File: src/design/superfast_hash_bucket_core_assert.svh
// ----------------------------------------------------------------------------
// superfast_hash_bucket_core assertion macros
// concurrent check helpers shared by the hash bucket core
// ----------------------------------------------------------------------------
`ifndef SUPERFAST_HASH_BUCKET_CORE_ASSERT_SVH
`define SUPERFAST_HASH_BUCKET_CORE_ASSERT_SVH

// same-cycle implication, checked out of reset
`define SFHB_ASSERT_NOW(label, clk, rst_n, ante, cons) \
  label: assert property (@(posedge clk) disable iff (!rst_n) (ante) |-> (cons)) \
    else $error("sfhb check failed");

// next-cycle implication, checked out of reset
`define SFHB_ASSERT_NEXT(label, clk, rst_n, ante, cons) \
  label: assert property (@(posedge clk) disable iff (!rst_n) (ante) |=> (cons)) \
    else $error("sfhb check failed");

`endif

File: src/design/sfhb_pkg.sv
// ----------------------------------------------------------------------------
// sfhb_pkg
// shared types and constants of the hash bucket core
// ----------------------------------------------------------------------------
package sfhb_pkg;

  localparam int unsigned HashW   = 32;
  localparam int unsigned DivCntW = 5;

  localparam logic [HashW-1:0]   BucketCountReset = 32'd29;
  localparam logic [1:0]         MixLast          = 2'd2;
  localparam logic [DivCntW-1:0] DivLast          = 5'd31;

  typedef enum logic [2:0] {
    ST_ACCEPT,
    ST_TAIL,
    ST_MIX,
    ST_DIV,
    ST_OUT
  } ctrl_state_e;

  typedef struct packed {
    logic       accept;
    logic       tail;
    logic       mix;
    logic [1:0] mix_sel;
    logic       div_init;
    logic       div_step;
    logic       load_out;
  } cmd_t;

  typedef struct packed {
    logic div_last;
  } sts_t;

endpackage

File: src/design/sfhb_in_if.sv
// ----------------------------------------------------------------------------
// sfhb_in_if
// byte request channel into the hash bucket core
// ----------------------------------------------------------------------------
interface sfhb_in_if;
  logic        valid;
  logic        ready;
  logic [7:0]  data_byte;
  logic [15:0] message_length;
  logic        first_byte;
  logic        last_byte;

  modport source (
    output valid, data_byte, message_length, first_byte, last_byte,
    input  ready
  );

  modport sink (
    input  valid, data_byte, message_length, first_byte, last_byte,
    output ready
  );
endinterface

File: src/design/sfhb_out_if.sv
// ----------------------------------------------------------------------------
// sfhb_out_if
// result request channel out of the hash bucket core
// ----------------------------------------------------------------------------
interface sfhb_out_if;
  logic        valid;
  logic        ready;
  logic [31:0] hash_value;
  logic [31:0] bucket_index;

  modport source (
    output valid, hash_value, bucket_index,
    input  ready
  );

  modport sink (
    input  valid, hash_value, bucket_index,
    output ready
  );
endinterface

File: src/design/sfhb_ctrl.sv
// ----------------------------------------------------------------------------
// sfhb_ctrl
// sequencer: byte intake, tail and avalanche steps, divide, result hand-off
// ----------------------------------------------------------------------------
module sfhb_ctrl (
  input  logic          clk_i,
  input  logic          rst_ni,
  input  logic          in_valid_i,
  input  logic          in_last_i,
  input  logic          out_ready_i,
  input  sfhb_pkg::sts_t sts_i,
  output sfhb_pkg::cmd_t cmd_o,
  output logic          in_ready_o,
  output logic          out_valid_o
);
  import sfhb_pkg::*;

  ctrl_state_e state_q, state_d;
  logic [1:0]  mix_cnt_q, mix_cnt_d;
  logic        out_valid_q, out_valid_d;

  always_ff @(posedge clk_i or negedge rst_ni) begin
    if (!rst_ni) begin
      state_q     <= ST_ACCEPT;
      mix_cnt_q   <= '0;
      out_valid_q <= 1'b0;
    end else begin
      state_q     <= state_d;
      mix_cnt_q   <= mix_cnt_d;
      out_valid_q <= out_valid_d;
    end
  end

  always_comb begin
    state_d     = state_q;
    mix_cnt_d   = mix_cnt_q;
    out_valid_d = out_valid_q && !out_ready_i;
    cmd_o       = '0;
    cmd_o.mix_sel = mix_cnt_q;
    in_ready_o  = 1'b0;
    case (state_q)
      ST_ACCEPT: begin
        in_ready_o   = 1'b1;
        cmd_o.accept = in_valid_i;
        if (in_valid_i && in_last_i) begin
          state_d = ST_TAIL;
        end
      end
      ST_TAIL: begin
        cmd_o.tail = 1'b1;
        mix_cnt_d  = '0;
        state_d    = ST_MIX;
      end
      ST_MIX: begin
        cmd_o.mix = 1'b1;
        mix_cnt_d = mix_cnt_q + 2'd1;
        if (mix_cnt_q == MixLast) begin
          cmd_o.div_init = 1'b1;
          state_d        = ST_DIV;
        end
      end
      ST_DIV: begin
        cmd_o.div_step = 1'b1;
        if (sts_i.div_last) begin
          state_d = ST_OUT;
        end
      end
      ST_OUT: begin
        if (!out_valid_q || out_ready_i) begin
          cmd_o.load_out = 1'b1;
          out_valid_d    = 1'b1;
          state_d        = ST_ACCEPT;
        end
      end
      default: begin
        state_d = ST_ACCEPT;
      end
    endcase
  end

  assign out_valid_o = out_valid_q;

endmodule

File: src/design/sfhb_dpath.sv
// ----------------------------------------------------------------------------
// sfhb_dpath
// message state, group mixing, tail and avalanche, bit-serial remainder
// ----------------------------------------------------------------------------
module sfhb_dpath #(
  parameter int unsigned LENGTH_BITS = 16
) (
  input  logic          clk_i,
  input  logic          rst_ni,
  input  logic          cfg_we_i,
  input  logic [31:0]   cfg_wdata_i,
  input  logic [7:0]    data_byte_i,
  input  logic [15:0]   message_length_i,
  input  logic          first_byte_i,
  input  sfhb_pkg::cmd_t cmd_i,
  output sfhb_pkg::sts_t sts_o,
  output logic [31:0]   hash_value_o,
  output logic [31:0]   bucket_index_o
);
  import sfhb_pkg::*;

  localparam logic [HashW-1:0] LenMask = HashW'((64'd1 << LENGTH_BITS) - 64'd1);

  logic [HashW-1:0]   bucket_count_q;
  logic [HashW-1:0]   run_hash_q, run_hash_d;
  logic [23:0]        pend_q, pend_d;
  logic [1:0]         phase_q, phase_d;
  logic               empty_q, empty_d;

  logic [HashW-1:0]   work_q, work_d;
  logic [HashW-1:0]   rem_q, rem_d;
  logic [HashW-1:0]   dvd_q, dvd_d;
  logic [DivCntW-1:0] div_cnt_q, div_cnt_d;
  logic [HashW-1:0]   hash_out_q, bucket_out_q;

  // message intake
  logic [HashW-1:0] len_val, base_h, grp_a, grp_t, grp_b;
  logic [23:0]      base_p;
  logic [1:0]       base_ph;
  logic             base_e;
  logic [15:0]      grp_hi;

  always_comb begin
    len_val = {16'b0, message_length_i} & LenMask;
    base_h  = first_byte_i ? len_val : run_hash_q;
    base_p  = first_byte_i ? 24'd0 : pend_q;
    base_ph = first_byte_i ? 2'd0 : phase_q;
    base_e  = first_byte_i ? (len_val == '0) : empty_q;
    grp_hi  = {data_byte_i, base_p[23:16]};
    grp_a   = base_h + {16'b0, base_p[15:0]};
    grp_t   = ({16'b0, grp_hi} << 11) ^ grp_a;
    grp_b   = (grp_a << 16) ^ grp_t;

    run_hash_d = base_h;
    pend_d     = base_p;
    phase_d    = base_ph;
    empty_d    = base_e;
    if (!base_e) begin
      if (base_ph == 2'd3) begin
        run_hash_d = grp_b + (grp_b >> 11);
        pend_d     = '0;
        phase_d    = '0;
      end else begin
        pend_d  = base_p | (24'(data_byte_i) << {base_ph, 3'b000});
        phase_d = base_ph + 2'd1;
      end
    end
  end

  // tail rule and avalanche
  logic [HashW-1:0] tl_a, tl_b, tl_c, mx_a;
  logic [7:0]       b0, b1, b2;

  always_comb begin
    b0   = pend_q[7:0];
    b1   = pend_q[15:8];
    b2   = pend_q[23:16];
    tl_a = run_hash_q;
    tl_b = run_hash_q;
    tl_c = run_hash_q;
    case (phase_q)
      2'd3: begin
        tl_a = run_hash_q + {16'b0, b1, b0};
        tl_b = tl_a ^ (tl_a << 16);
        tl_b = tl_b ^ ({{24{b2[7]}}, b2} << 18);
        tl_c = tl_b + (tl_b >> 11);
      end
      2'd2: begin
        tl_a = run_hash_q + {16'b0, b1, b0};
        tl_b = tl_a ^ (tl_a << 11);
        tl_c = tl_b + (tl_b >> 17);
      end
      2'd1: begin
        tl_a = run_hash_q + {{24{b0[7]}}, b0};
        tl_b = tl_a ^ (tl_a << 10);
        tl_c = tl_b + (tl_b >> 1);
      end
      default: begin
        tl_c = run_hash_q;
      end
    endcase

    mx_a = work_q;
    case (cmd_i.mix_sel)
      2'd0: begin
        mx_a = work_q ^ (work_q << 3);
        mx_a = mx_a + (mx_a >> 5);
      end
      2'd1: begin
        mx_a = work_q ^ (work_q << 4);
        mx_a = mx_a + (mx_a >> 17);
      end
      2'd2: begin
        mx_a = work_q ^ (work_q << 25);
        mx_a = mx_a + (mx_a >> 6);
      end
      default: begin
        mx_a = work_q;
      end
    endcase

    work_d = work_q;
    if (cmd_i.tail) begin
      work_d = tl_c;
    end else if (cmd_i.mix) begin
      work_d = mx_a;
    end
  end

  // restoring remainder, one dividend bit per cycle
  logic [HashW:0] rem_sh;

  always_comb begin
    rem_sh    = {rem_q, dvd_q[HashW-1]};
    rem_d     = rem_q;
    dvd_d     = dvd_q;
    div_cnt_d = div_cnt_q;
    if (cmd_i.div_init) begin
      rem_d     = '0;
      dvd_d     = mx_a;
      div_cnt_d = '0;
    end else if (cmd_i.div_step) begin
      if (rem_sh >= {1'b0, bucket_count_q}) begin
        rem_d = HashW'(rem_sh - {1'b0, bucket_count_q});
      end else begin
        rem_d = rem_sh[HashW-1:0];
      end
      dvd_d     = dvd_q << 1;
      div_cnt_d = div_cnt_q + DivCntW'(1);
    end
  end

  assign sts_o.div_last = (div_cnt_q == DivLast);

  always_ff @(posedge clk_i or negedge rst_ni) begin
    if (!rst_ni) begin
      bucket_count_q <= BucketCountReset;
      run_hash_q     <= '0;
      pend_q         <= '0;
      phase_q        <= '0;
      empty_q        <= 1'b0;
      div_cnt_q      <= '0;
    end else begin
      if (cfg_we_i) begin
        bucket_count_q <= cfg_wdata_i;
      end
      if (cmd_i.accept) begin
        run_hash_q <= run_hash_d;
        pend_q     <= pend_d;
        phase_q    <= phase_d;
        empty_q    <= empty_d;
      end else if (cmd_i.tail) begin
        run_hash_q <= '0;
        pend_q     <= '0;
        phase_q    <= '0;
        empty_q    <= 1'b0;
      end
      div_cnt_q <= div_cnt_d;
    end
  end

  always_ff @(posedge clk_i) begin
    work_q <= work_d;
    rem_q  <= rem_d;
    dvd_q  <= dvd_d;
    if (cmd_i.load_out) begin
      hash_out_q   <= work_q;
      bucket_out_q <= rem_q;
    end
  end

  assign hash_value_o   = hash_out_q;
  assign bucket_index_o = bucket_out_q;

endmodule

File: src/design/superfast_hash_bucket_core.sv
// ----------------------------------------------------------------------------
// superfast_hash_bucket_core
// 32-bit SuperFastHash of a byte stream reduced to a bucket index
// ----------------------------------------------------------------------------
// channel  dir  payload                                            handshake
// in_i     in   data_byte, message_length, first_byte, last_byte   valid/ready
// out_o    out  hash_value, bucket_index                           valid/ready
// cfg      in   cfg_wdata_i (bucket count)                         cfg_we_i
//
// one byte per cycle while a message streams in
// after a last byte in_i.ready stays low through the tail step, the three avalanche
// steps, the bit-serial remainder and the load of the output register
// the output register holds a result until taken; the next message may stream
// in meanwhile, but its result then waits with in_i.ready low until the taking
// asynchronous reset clears message state and sets bucket count to 29
// ----------------------------------------------------------------------------
module superfast_hash_bucket_core #(
  parameter int unsigned LENGTH_BITS = 16
) (
  input  logic         clk_i,
  input  logic         rst_ni,
  input  logic         cfg_we_i,
  input  logic [31:0]  cfg_wdata_i,
  sfhb_in_if.sink      in_i,
  sfhb_out_if.source   out_o
);
  import sfhb_pkg::*;

  cmd_t cmd;
  sts_t sts;

  sfhb_ctrl u_ctrl (
    .clk_i       (clk_i),
    .rst_ni      (rst_ni),
    .in_valid_i  (in_i.valid),
    .in_last_i   (in_i.last_byte),
    .out_ready_i (out_o.ready),
    .sts_i       (sts),
    .cmd_o       (cmd),
    .in_ready_o  (in_i.ready),
    .out_valid_o (out_o.valid)
  );

  sfhb_dpath #(
    .LENGTH_BITS (LENGTH_BITS)
  ) u_dpath (
    .clk_i            (clk_i),
    .rst_ni           (rst_ni),
    .cfg_we_i         (cfg_we_i),
    .cfg_wdata_i      (cfg_wdata_i),
    .data_byte_i      (in_i.data_byte),
    .message_length_i (in_i.message_length),
    .first_byte_i     (in_i.first_byte),
    .cmd_i            (cmd),
    .sts_o            (sts),
    .hash_value_o     (out_o.hash_value),
    .bucket_index_o   (out_o.bucket_index)
  );

`include "superfast_hash_bucket_core_assert.svh"

  // a last byte stops intake until the result is built
  `SFHB_ASSERT_NEXT(a_last_stalls_in, clk_i, rst_ni, in_i.valid && in_i.ready && in_i.last_byte, !in_i.ready)

  // a new result appears just as intake reopens
  `SFHB_ASSERT_NOW(a_result_reopens_in, clk_i, rst_ni, $rose(out_o.valid), in_i.ready)

  // zero hash leaves zero remainder
  `SFHB_ASSERT_NOW(a_zero_hash_bucket, clk_i, rst_ni, out_o.valid && out_o.hash_value == 32'd0, out_o.bucket_index == 32'd0)

endmodule
File: src/flat_wrapper.sv
// flat-port wrapper written by rule: the top's interface ports become plain ports
module superfast_hash_bucket_core_flat import sfhb_pkg::*;
#(
  parameter int unsigned LENGTH_BITS = 16
)
  (clk_i, rst_ni, cfg_we_i, cfg_wdata_i, in_i_valid, in_i_data_byte, in_i_message_length, in_i_first_byte, in_i_last_byte, in_i_ready, out_o_valid, out_o_hash_value, out_o_bucket_index, out_o_ready);
  sfhb_in_if in_i_i ();
  sfhb_out_if out_o_i ();
  input  logic clk_i;
  input  logic rst_ni;
  input  logic cfg_we_i;
  input  logic [31:0] cfg_wdata_i;
  input wire logic [$bits(in_i_i.valid)-1:0] in_i_valid;
  input wire logic [$bits(in_i_i.data_byte)-1:0] in_i_data_byte;
  input wire logic [$bits(in_i_i.message_length)-1:0] in_i_message_length;
  input wire logic [$bits(in_i_i.first_byte)-1:0] in_i_first_byte;
  input wire logic [$bits(in_i_i.last_byte)-1:0] in_i_last_byte;
  output wire logic [$bits(in_i_i.ready)-1:0] in_i_ready;
  output wire logic [$bits(out_o_i.valid)-1:0] out_o_valid;
  output wire logic [$bits(out_o_i.hash_value)-1:0] out_o_hash_value;
  output wire logic [$bits(out_o_i.bucket_index)-1:0] out_o_bucket_index;
  input wire logic [$bits(out_o_i.ready)-1:0] out_o_ready;
  assign in_i_i.valid = in_i_valid;
  assign in_i_i.data_byte = in_i_data_byte;
  assign in_i_i.message_length = in_i_message_length;
  assign in_i_i.first_byte = in_i_first_byte;
  assign in_i_i.last_byte = in_i_last_byte;
  assign in_i_ready = in_i_i.ready;
  assign out_o_valid = out_o_i.valid;
  assign out_o_hash_value = out_o_i.hash_value;
  assign out_o_bucket_index = out_o_i.bucket_index;
  assign out_o_i.ready = out_o_ready;
  superfast_hash_bucket_core #(.LENGTH_BITS(LENGTH_BITS)) u_core (.clk_i(clk_i), .rst_ni(rst_ni), .cfg_we_i(cfg_we_i), .cfg_wdata_i(cfg_wdata_i), .in_i(in_i_i), .out_o(out_o_i));
endmodule
File: config.mk
export PLATFORM = sky130hd
export DESIGN_NAME = superfast_hash_bucket_core_flat
export DESIGN_NICKNAME = d
export VERILOG_FILES = /design/src/design/sfhb_pkg.sv /design/src/design/sfhb_in_if.sv /design/src/design/sfhb_out_if.sv /design/src/design/sfhb_ctrl.sv /design/src/design/sfhb_dpath.sv /design/src/design/superfast_hash_bucket_core.sv /design/src/flat_wrapper.sv
export VERILOG_INCLUDE_DIRS = /design/src /design/src/design
export SDC_FILE = /design/constraint.sdc
export NUM_CORES = 1
export LEC_CHECK = 0
export ABC_AREA = 1
export BUFFER_PORTS_ARGS = -buffer_cell sky130_fd_sc_hd__buf_2
export CAP_MARGIN = 20
export CORE_AREA = 2 2 263 291
export CTS_CLUSTER_DIAMETER = 30
export CTS_CLUSTER_SIZE = 40
export DETAILED_ROUTE_END_ITERATION = 10
export DIE_AREA = 0 0 265 293
export PLACE_DENSITY_LB_ADDON = 0.15
export SYNTH_ARGS = -nofsm -noshare
export SYNTH_HDL_FRONTEND = slang
export SYNTH_SLANG_ARGS = --single-unit
File: constraint.sdc
create_clock -name clk_i -period 8.6 [get_ports clk_i]
set_input_delay 0.43 -clock clk_i [delete_from_list [all_inputs] [get_ports clk_i]]
set_output_delay 0.43 -clock clk_i [all_outputs]
set_load 0.02 [all_outputs]
**After elaboration in Yosys (flattened, before gate mapping)**

Cells that the tools add are included.

- Output and inout port bits: 66
- Register bits after elaboration: 262
- Input bits: 63
- Logic and storage cells: 112

- Add/sub/neg operators: 14
- Order comparisons: 1
- Reductions and logical operators: 13
- Mux-type cells: 44
- Equality and inequality tests: 15
- Bitwise gates (word level): 10
- Shifts and indexed selects: 1

Operators by type and width:

| operator | count |
|---|---|
| 32-bit two-way mux | 10 |
| 32-bit bitwise XOR | 8 |
| 32-bit case mux with 3 select lines | 2 |
| 24-bit two-way mux | 5 |
| 32-bit by 15-bit adder with 32-bit output | 2 |
| 32-bit by 16-bit adder with 32-bit output | 2 |
| 32-bit by 21-bit adder with 32-bit output | 2 |
| 33-bit by 32-bit >= comparator with 1-bit output | 1 |
| 32-bit by 26-bit adder with 32-bit output | 1 |
| 32-bit by 27-bit adder with 32-bit output | 1 |
| 32-bit by 31-bit adder with 32-bit output | 1 |
| 32-bit adder | 1 |
| 32-bit logical NOT | 1 |
| 32-bit subtractor | 1 |
| 27-bit by 32-bit bitwise XOR with 32-bit output | 1 |
| 24-bit OR | 1 |
| 8-bit by 5-bit << shifter with 24-bit output | 1 |
| 3-bit case mux with 5 select lines | 1 |
| 1-bit two-way mux | 14 |
| 3-bit two-way mux | 4 |
| 2-bit two-way mux | 5 |
| 5-bit two-way mux | 2 |
| 2-bit equality test, second input constant | 4 |
| 2-bit nonzero test | 4 |
| other kinds (16) | 23 |

**Depth between registers and ports, before layout**

Gate-level depths: netlist of the first run.

- Word-level depth: 8
- Gate-level depth with buffers: 43
- Depth with buffers taken out: 39

**Cells and area by module**

Synthesis of the first run repeated with hierarchy kept, for this count alone.

- Cells, all modules: 4,561
- Area total of the unflattened synthesis: 29,754.8 sq um

Modules (own cells, without submodules):

| module | seq. area each (sq um) | cells an instance | area an instance (sq um) | instances |
|---|---|---|---|---|
| sfhb_dpath | 6,891.6 | 4,510 | 29,407.0 | 1 |
| sfhb_ctrl | 150.1 | 51 | 347.8 | 1 |

**Worst setup path after synthesis of the first run**

OpenSTA, ideal clock, no wires.

- Kind: input to register
- Start point: in in_i_first_byte
- End point: reg u_core.u_dpath.run_hash_q[24]
- Stages: 43
- Arrival time: 4.980 ns
- Buffers on the path: 4
- Required time: 8.483 ns
- Setup slack: 3.504 ns
- Library setup time: 0.117 ns
- Path through: buf_6 clkbuf_1 clkbuf_1 clkbuf_1 nand2_1 o21ai_0 ha_1 inv_1 fa_1 inv_1 nand3_1 nand2_1 nand2_1 nand2_1 nand3_1 nand2_1 nand2_1 nand2_1 [7 not listed] nand3_1 nand2_1 nand3_1 nand2_1 nand2_1 inv_1 nand3_1 nand2_1 nand2_1 nand2_1 nand3_1 nand2_2 nand2_1 nand2_1 nand3_1 nand2_1 nand2_1 nand2_1

- Longest elaborated chain between the ends: 8
- Elaborated cells between the ends (all ways): 12
- Classes of those cells: 2 x add/sub; 1 x eq/ne; 7 x mux; 2 x bitwise

RTL lines:

| element | RTL line | source |
|---|---|---|
| start, declared | flat_wrapper.sv:16 | `input wire logic [$bits(in_i_i.first_byte)-1:0] in_i_first_byte;` |
| 32-bit two-way mux or 24-bit two-way mux (tied branches) | sfhb_dpath.sv:45, sfhb_dpath.sv:46 |  |
| 32-bit by 16-bit adder with 32-bit output | sfhb_dpath.sv:50 | `grp_a = base_h + {16'b0, base_p[15:0]};` |
| 27-bit by 32-bit bitwise XOR with 32-bit output | sfhb_dpath.sv:51 | `grp_t = ({16'b0, grp_hi} << 11) ^ grp_a;` |
| 32-bit bitwise XOR | sfhb_dpath.sv:52 | `grp_b = (grp_a << 16) ^ grp_t;` |
| 32-bit by 21-bit adder with 32-bit output | sfhb_dpath.sv:60 | `run_hash_d = grp_b + (grp_b >> 11);` |
| 32-bit two-way mux | sfhb_dpath.sv:59 | `if (base_ph == 2'd3) begin` |
| 32-bit two-way mux (*) | sfhb_dpath.sv:58 | `if (!base_e) begin` |
| 32-bit two-way mux (*) | sfhb_dpath.sv:167 | `if (cmd_i.accept) begin` |
| end signal, assigned | sfhb_dpath.sv:168 | `run_hash_q <= run_hash_d;` |
| end, declared | sfhb_dpath.sv:25 | `logic [HashW-1:0] run_hash_q, run_hash_d;` |

Mark *: on every way between the ends. The rest lies on a longest branch, timed or not.
A chain may end at the register's enable or synchronous reset.

**Worst setup path in the final report of the first run**

- Start point: reg u_core.u_dpath.pend_q[7]
- End point: reg u_core.u_dpath.work_q[15], data pin

- Longest elaborated chain between the ends: 6
- Elaborated cells between the ends (all ways): 11
- Classes of those cells: 5 x add/sub; 2 x mux; 4 x bitwise

RTL lines:

| element | RTL line | source |
|---|---|---|
| start, declared | sfhb_dpath.sv:26 | `logic [23:0] pend_q, pend_d;` |
| start signal, assigned | sfhb_dpath.sv:169 | `pend_q <= pend_d;` |
| 32-bit by 16-bit adder with 32-bit output | sfhb_dpath.sv:83, sfhb_dpath.sv:89 |  |
| 32-bit bitwise XOR | sfhb_dpath.sv:84 | `tl_b = tl_a ^ (tl_a << 16);` |
| 32-bit bitwise XOR | sfhb_dpath.sv:85 | `tl_b = tl_b ^ ({{24{b2[7]}}, b2} << 18);` |
| 32-bit by 21-bit adder with 32-bit output | sfhb_dpath.sv:86 | `tl_c = tl_b + (tl_b >> 11);` |
| 32-bit case mux with 3 select lines (*) | sfhb_dpath.sv:81 | `case (phase_q)` |
| 32-bit two-way mux (*) | sfhb_dpath.sv:123 | `if (cmd_i.tail) begin` |
| net u_core.u_dpath.work_d[15] | sfhb_dpath.sv:30 | `logic [HashW-1:0] work_q, work_d;` |
| end signal, assigned | sfhb_dpath.sv:183 | `work_q <= work_d;` |
| end, declared | sfhb_dpath.sv:30 |  |

The timed path passes the listed nets; every way through them passes the cells marked *.

==> results of run 1 <==
[final timing paths]
path,slack (ns),start,cells after the start,end
worst max-delay path,2.71,u_core.u_dpath.pend_q[7],26,u_core.u_dpath.work_q[15]
worst min-delay path,0.04,cfg_wdata_i[9],3,u_core.u_dpath.bucket_count_q[9]
worst max register to register,2.71,u_core.u_dpath.pend_q[7],26,u_core.u_dpath.work_q[15]
worst min register to register,0.49,u_core.u_dpath.rem_q[12],2,u_core.u_dpath.rem_q[12]
max in group asynchronous,6.91,rst_ni,3,u_core.u_dpath.run_hash_q[6]
min in group asynchronous,0.37,rst_ni,2,u_core.u_dpath.bucket_count_q[28]
[through the flow]
step / setup WS (ns) / hold WS (ns)
floorplan: 3.50 / 0.134
global placement: 2.65 / 0.478
detailed placement: 2.71 / 0.483
CTS: 2.76 / 0.00388
global route: 2.25 / 0.0109
finish: 2.71 / 0.0358
[kinds of logic after synthesis]
family / Yosys count / synth area share [%]
flops: 262 / 23.8
compound gates: 970 / 18.4
simple gates: 2085 / 30.6
mux: 1 / 0.0380
buf+inv: 672 / 8.70
xor+xnor: 233 / 7.27
fa+ha+maj: 259 / 11.2
[cells in the final DEF (no fill, tap or decap), types with 13 or more instances in the layout]
| master | Yosys | final |
|---|---|---|
| nand2_1 | 1099 | 1099 |
| inv_1 | 513 | 512 |
| a21oi_1 | 381 | 381 |
| nand3_1 | 354 | 354 |
| nor2_1 | 349 | 345 |
| o21ai_0 | 340 | 339 |
| ha_1 | 249 | 249 |
| xor2_1 | 135 | 135 |
| edfxtp_1 | 128 | 128 |
| buf_2 | 10 | 127 |
| dfrtp_1 | 98 | 98 |
| xnor2_1 | 86 | 86 |
| nand4_1 | 64 | 64 |
| clkbuf_16 | 0 | 59 |
| o211ai_1 | 48 | 48 |
| nand2_2 | 46 | 46 |
| or2_2 | 45 | 45 |
| nor3_1 | 40 | 38 |
| inv_2 | 33 | 34 |
| buf_4 | 5 | 32 |
| dfxtp_1 | 32 | 32 |
| o21ai_1 | 31 | 31 |
| o21bai_1 | 29 | 29 |
| dlygate4sd3_1 | 0 | 28 |
| nor4_1 | 21 | 21 |
| a31oi_1 | 21 | 21 |
| nand3b_1 | 20 | 20 |
| o22ai_1 | 18 | 18 |
| nor2_2 | 13 | 16 |
| o21a_1 | 15 | 15 |
| o221ai_1 | 15 | 15 |
| inv_6 | 0 | 15 |
| o2111ai_1 | 13 | 13 |
[state kept, by name (all words and copies together) (netlist names), 3 cells and up]
signal                         flops
u_core.u_dpath.run_hash_q         32
u_core.u_dpath.rem_q              32
u_core.u_dpath.hash_value_o       32
u_core.u_dpath.bucket_count_q     32
u_core.u_dpath.bucket_index_o     32
u_core.u_dpath.dvd_q              32
u_core.u_ctrl.state_q              3
u_core.u_dpath.div_cnt_q           5
u_core.u_dpath.work_q             32
u_core.u_dpath.pend_q             24
[worst max-delay path, delay by kind of cell (launching register included)]
family                   cells  cell delay (ns)
buffers and inverters        1             0.07
AND/OR/NAND/NOR             13             1.38
flip-flops                   1             0.75
adder cells (fa/ha/maj)      2             1.26
XOR/XNOR                     1             0.34
AO/OA/AOI/OAI                9             1.82
[metal layers]
layer / up-vias / wire, um / GRT usage, %
met1: 14500 / 49300 / 36.2
met2: 1085 / 57100 / 52.4
met5: - / 0 / 0
li1: 15400 / - / -
met4: 0 / 9290 / 20.2
met3: 361 / 6440 / 3.65
[area by class of cell]
| cell class | count | area [um^2] | area share, % |
|---|---|---|---|
| repair buffers | 187 | 1160 | 3.44 |
| flip-flops and latches | 262 | 7040 | 21.0 |
| well taps | 963 | 1200 | 3.59 |
| multi-input cells | 3548 | 20000 | 59.7 |
| clock buffers | 64 | 1510 | 4.48 |
| inverters | 550 | 2060 | 6.15 |
| clock inverters | 46 | 571 | 1.70 |
[timing repair]
item | CTS | global route
hold buffers | 28 | 0
endpoints found under the hold margin | 66 | 0
resized for setup | 0 | 0
==> run summary, run 1 <==
Final net count -> 4,929
Aggregate global routing overflow -> 0
Drt first pass iters -> 6
Relative slew slack -> 31.5%
Initial DRC Count -> 2,376
Startpoint Class -> register
Yosys warns -> 0
Total Wirelength -> 122 mm
Cell with the most instances after synthesis -> nand2_1
RSZ-0062 raised after global routing -> false
# Post-CTS Setup Buffers -> 0
Clock-pin slew on the worst setup and hold paths -> 0.05 ns
Mapped Area -> 29,600 um^2
Initial antenna violation count -> 0
Vias in the first global route -> 29,700
DIE AREA -> 77,600 um^2
Min cycle time layout -> 5.89 ns
Yosys top cell area share -> 13.9%
Largest net degree at the start of global routing -> 64
Post-Layout Inst Area -> 33,600 um^2
Layout area overhead -> 13.3%
Worst EP arrival -> 6.26 ns
Vias per inst -> 5.57
Cell row count -> 105
Area after DPL -> 31,200 um^2
Mean Syn Cell Area -> 6.61 um^2
Synthesized flop and latch total -> 262
Yosys cell types -> 69
Floorplan core area -> 74,400 um^2
Antenna cell count -> 0
Final Util -> 45.2%
Number of remaining DRC errors -> 0
Status -> finished, final reports clean
Die Wd -> 265 um
Total GRT Usage -> 30.6%
Most frequent cells after synthesis -> nand2_1, inv_1, a21oi_1
I/O Buffers -> 128
Total number of vias -> 31,300
Slew Viols, Final -> 0
Antenna-violating nets left -> 0
Register area share after synthesis -> 23.8%
Final setup vio count -> 0
Clk_skew -> 0.0608 ns
Top post-synthesis cells by area -> nand2_1, edfxtp_1, ha_1
Crit path kind -> reg2reg
Synth async-reset ratio -> 38.9%
Htree depth -> 2
Worst skew pair latency -> 0.65 ns
Actual slew at the worst max-slew pin -> 1.03 ns
Global-route wire length before repair -> 181 mm
Yosys top cell by area -> nand2_1
Starting density of the core -> 39.8%
Crit. End Element -> register
Fill cell count -> 7,910
CP Data Required Time -> 8.97 ns
Final Cycle Share -> 68.5%
Syn Inst Count -> 4,482
GP Congestion -> 1.02
Hold/Removal Path Class -> in2reg
DP HPWL -> 99.1 mm
Post-synth top flop -> edfxtp_1
DR WL/cell -> 21.7 um
F_max -> 0.170 GHz
Layout cell share with drive strength beyond 1 -> 9.88%
Post-Syn Nets -> 4,804
Crit-path most repeated cell -> nand2_1
Final hold viol count -> 0
# clock sinks -> 262
Post-synth EDFFs -> 128
MaxCap Viol Count -> 0
Post-Layout Cell Count -> 5,620
Die height -> 293 um
CTS tree -> done
Max FO, Critical Path -> 26
Placed instance count -> 5,482
Clock tree buffer depth -> 3
CP peak stage delay -> 0.77 ns
TritonCTS Buffers -> 58
Root buffer cell -> clkbuf_16
Critical-path top delay cell -> ha_1
IO Pins -> 129
Final TNS setup -> 0 ns
Power of run 1 is not shown: default switching activity piles up to over one toggle a cycle in this logic, so the estimate is an artifact.
==> inputs of run 2 (changes only) <==
==> constraint.sdc (replaced) <==
create_clock -name clk_i -period 6.1 [get_ports clk_i]
set_input_delay 0.305 -clock clk_i [delete_from_list [all_inputs] [get_ports clk_i]]
set_output_delay 0.305 -clock clk_i [all_outputs]
set_load 0.02 [all_outputs]
==> run 2 against run 1 <==
Utilization is 0.83 points higher. Worst hold slack improved by 0.10 ns. Maximum frequency up 4.9%. Register-to-register slack worse by 2.2 ns. Final area is 1.8% higher. Global-route usage is 1.1 points higher. Critical endpoint is now u_core.u_dpath.work_q[22]. Clock skew shrank 0.017 ns. Routed wire length rose by 2.7%. Critical path type unchanged. Final cell count is 0.85% higher. Count of clock-buffer cells in the layout increased by 20. Non-clock buffer count rose by 30.
==> run summary, run 2 (synthesis results as in run 1) <==
Actual slew at the worst max-slew pin -> 1.01 ns (-0.0146 ns)
RSZ-0062 raised after global routing -> false
# Post-CTS Setup Buffers -> 0 (unchanged)
Final Cycle Share -> 92.1% (+24 points)
Total Wirelength -> 125 mm (+2.7%)
Fill cell count -> 7,812 (-1.2%)
Clock tree buffer depth -> 3 (unchanged)
Cell row count -> 105 (unchanged)
Max FO, Critical Path -> 8 (-69%)
Worst R2R Start -> u_core.u_dpath.run_hash_q[0]
CTS tree -> done
Worst skew pair latency -> 0.64 ns (about the same)
Crit-path most repeated cell -> nand2_1
Htree depth -> 3 (+1)
Reg2reg end -> u_core.u_dpath.work_q[22]
I/O Buffers -> 128 (unchanged)
Worst EP arrival -> 6.07 ns (-0.19 ns)
Most frequent cells in the layout -> nand2_1, inv_1, a21oi_1
# clock sinks -> 262 (unchanged)
Worst setup margin -> 0.483 ns (-2.23 ns)
DIE AREA -> 77,600 um^2 (unchanged)
Final Util -> 46.0% (+0.83 points)
Starting density of the core -> 39.8% (unchanged)
TritonCTS Buffers -> 68 (+17%)
Layout area overhead -> 15.4%
Crit path kind -> reg2reg
DR WL/cell -> 22.1 um (+1.8%)
Status -> finished, final reports clean
Vias in the first global route -> 30,700 (+3.2%)
Clock-pin slew on the worst setup and hold paths -> 0.04 ns (about the same)
Relative slew slack -> 32.5% (+0.98 points)
Final hold viol count -> 0 (unchanged)
Clk_skew -> 0.0443 ns (-0.0165 ns)
IO Pins -> 129 (unchanged)
Pre-CTS WS -> 0.486 ns (-2.22 ns)
Final TNS setup -> 0 ns (unchanged)
MaxCap Viol Count -> 0 (unchanged)
Initial DRC Count -> 2,878 (+21%)
Startpoint Class -> register
Total GRT Usage -> 31.7% (+1.1 points)
FF-to-FF path depth -> 29 (+12%)
Placed instance count -> 5,506 (+0.44%)
Flop2flop setup slack -> 0.48 ns (-2.23 ns)
Vias per inst -> 5.62 (+0.90%)
F_max -> 0.178 GHz (+4.9%)
Layout cell share with drive strength beyond 1 -> 10.5% (+0.58 points)
DP HPWL -> 101 mm (+2.3%)
Final setup vio count -> 0 (unchanged)
Die Wd -> 265 um (unchanged)
Antenna-violating nets left -> 0 (unchanged)
Hold Path Depth -> 5 (+2)
Number of gates resized after CTS -> 0 (unchanged)
Global-route wire length before repair -> 186 mm (+2.9%)
Crit. Startpoint -> u_core.u_dpath.run_hash_q[0]
CP peak stage delay -> 0.61 ns (-0.16 ns)
Min cycle time layout -> 5.62 ns (-0.274 ns)
Final net count -> 4,969 (+0.81%)
Commonest non-fill, non-tap cell in the layout -> nand2_1
Post-Layout Cell Count -> 5,668 (+0.85%)
CP Data Required Time -> 6.55 ns (-2.42 ns)
Hold/Removal Path Class -> in2reg
Drt first pass iters -> 6 (unchanged)
Critical-path top delay cell -> o311ai_0
Hold Crit Start -> in_i_data_byte[4]
Total number of vias -> 31,900 (+1.8%)
Crit. End Element -> register
Post-CTS Hold Buffers -> 34 (+21%)
WHS Endpoint -> u_core.u_dpath.pend_q[4]
Slew Viols, Final -> 0 (unchanged)
Floorplan core area -> 74,400 um^2 (unchanged)
Largest net degree at the start of global routing -> 64 (unchanged)
GP Congestion -> 1.04 (+1.7%)
Number of remaining DRC errors -> 0 (unchanged)
Aggregate global routing overflow -> 0 (unchanged)
Die height -> 293 um (unchanged)
Root buffer cell -> clkbuf_16
Initial antenna violation count -> 5 (+5)
[run 2: critical path: cells and delay by family, from the launching register on]
| family | cells | cell delay (ns) |
|---|---|---|
| flops | 1 | 0.39 |
| compound gates | 5 | 1.17 |
| buf+inv | 2 | 0.16 |
| fa+ha+maj | 3 | 0.96 |
| simple gates | 18 | 2.25 |
| xor+xnor | 1 | 0.47 |
[run 2: how the worst max path moves through the flow]
stage	to	slack, ns	cells past startpoint
after global routing	u_core.u_dpath.work_q[22]	0.09	29
after global placement	u_core.u_dpath.run_hash_q[24]	0.51	34
after detailed placement	u_core.u_dpath.run_hash_q[24]	0.49	34
final	u_core.u_dpath.work_q[22]	0.48	29
after floorplan	u_core.u_dpath.run_hash_q[24]	1.13	43
after CTS	u_core.u_dpath.work_q[22]	0.64	29
[run 2: area by class of cell]
type                    instances  area [um^2]  area share (%)
well taps                     963         1200            3.52
multi-input cells            3548        20000            58.6
repair buffers                217         1400            4.08
inverters                     550         2060            6.04
clock inverters                42          594            1.74
diodes                          2         5.00          0.0146
clock buffers                  84         1850            5.42
flip-flops and latches        262         7040            20.6
[run 2: metal layers]
| metal | track usage, % | vias up | share of wire, % |
|---|---|---|---|
| met2 | 54.0 | 1294 | 47 |
| met1 | 37.1 | 14700 | 40 |
| li1 | - | 15500 | - |
| met4 | 21.0 | 2 | 7.7 |
| met3 | 4.57 | 392 | 6.2 |
| met5 | 0 | - | 0.0088 |
[run 2: metrics by stage]
stage          hold slack (ns)  instance area [um^2]
2_1_floorplan          0.00941                 29600
3_3_place_gp             0.420                 31400
3_5_place_dp             0.427                 31400
4_1_cts                  0.121                 34200
5_1_grt                  0.169                 34200
6_report                 0.140                 34200
Power of run 2 is left out for the same reason.
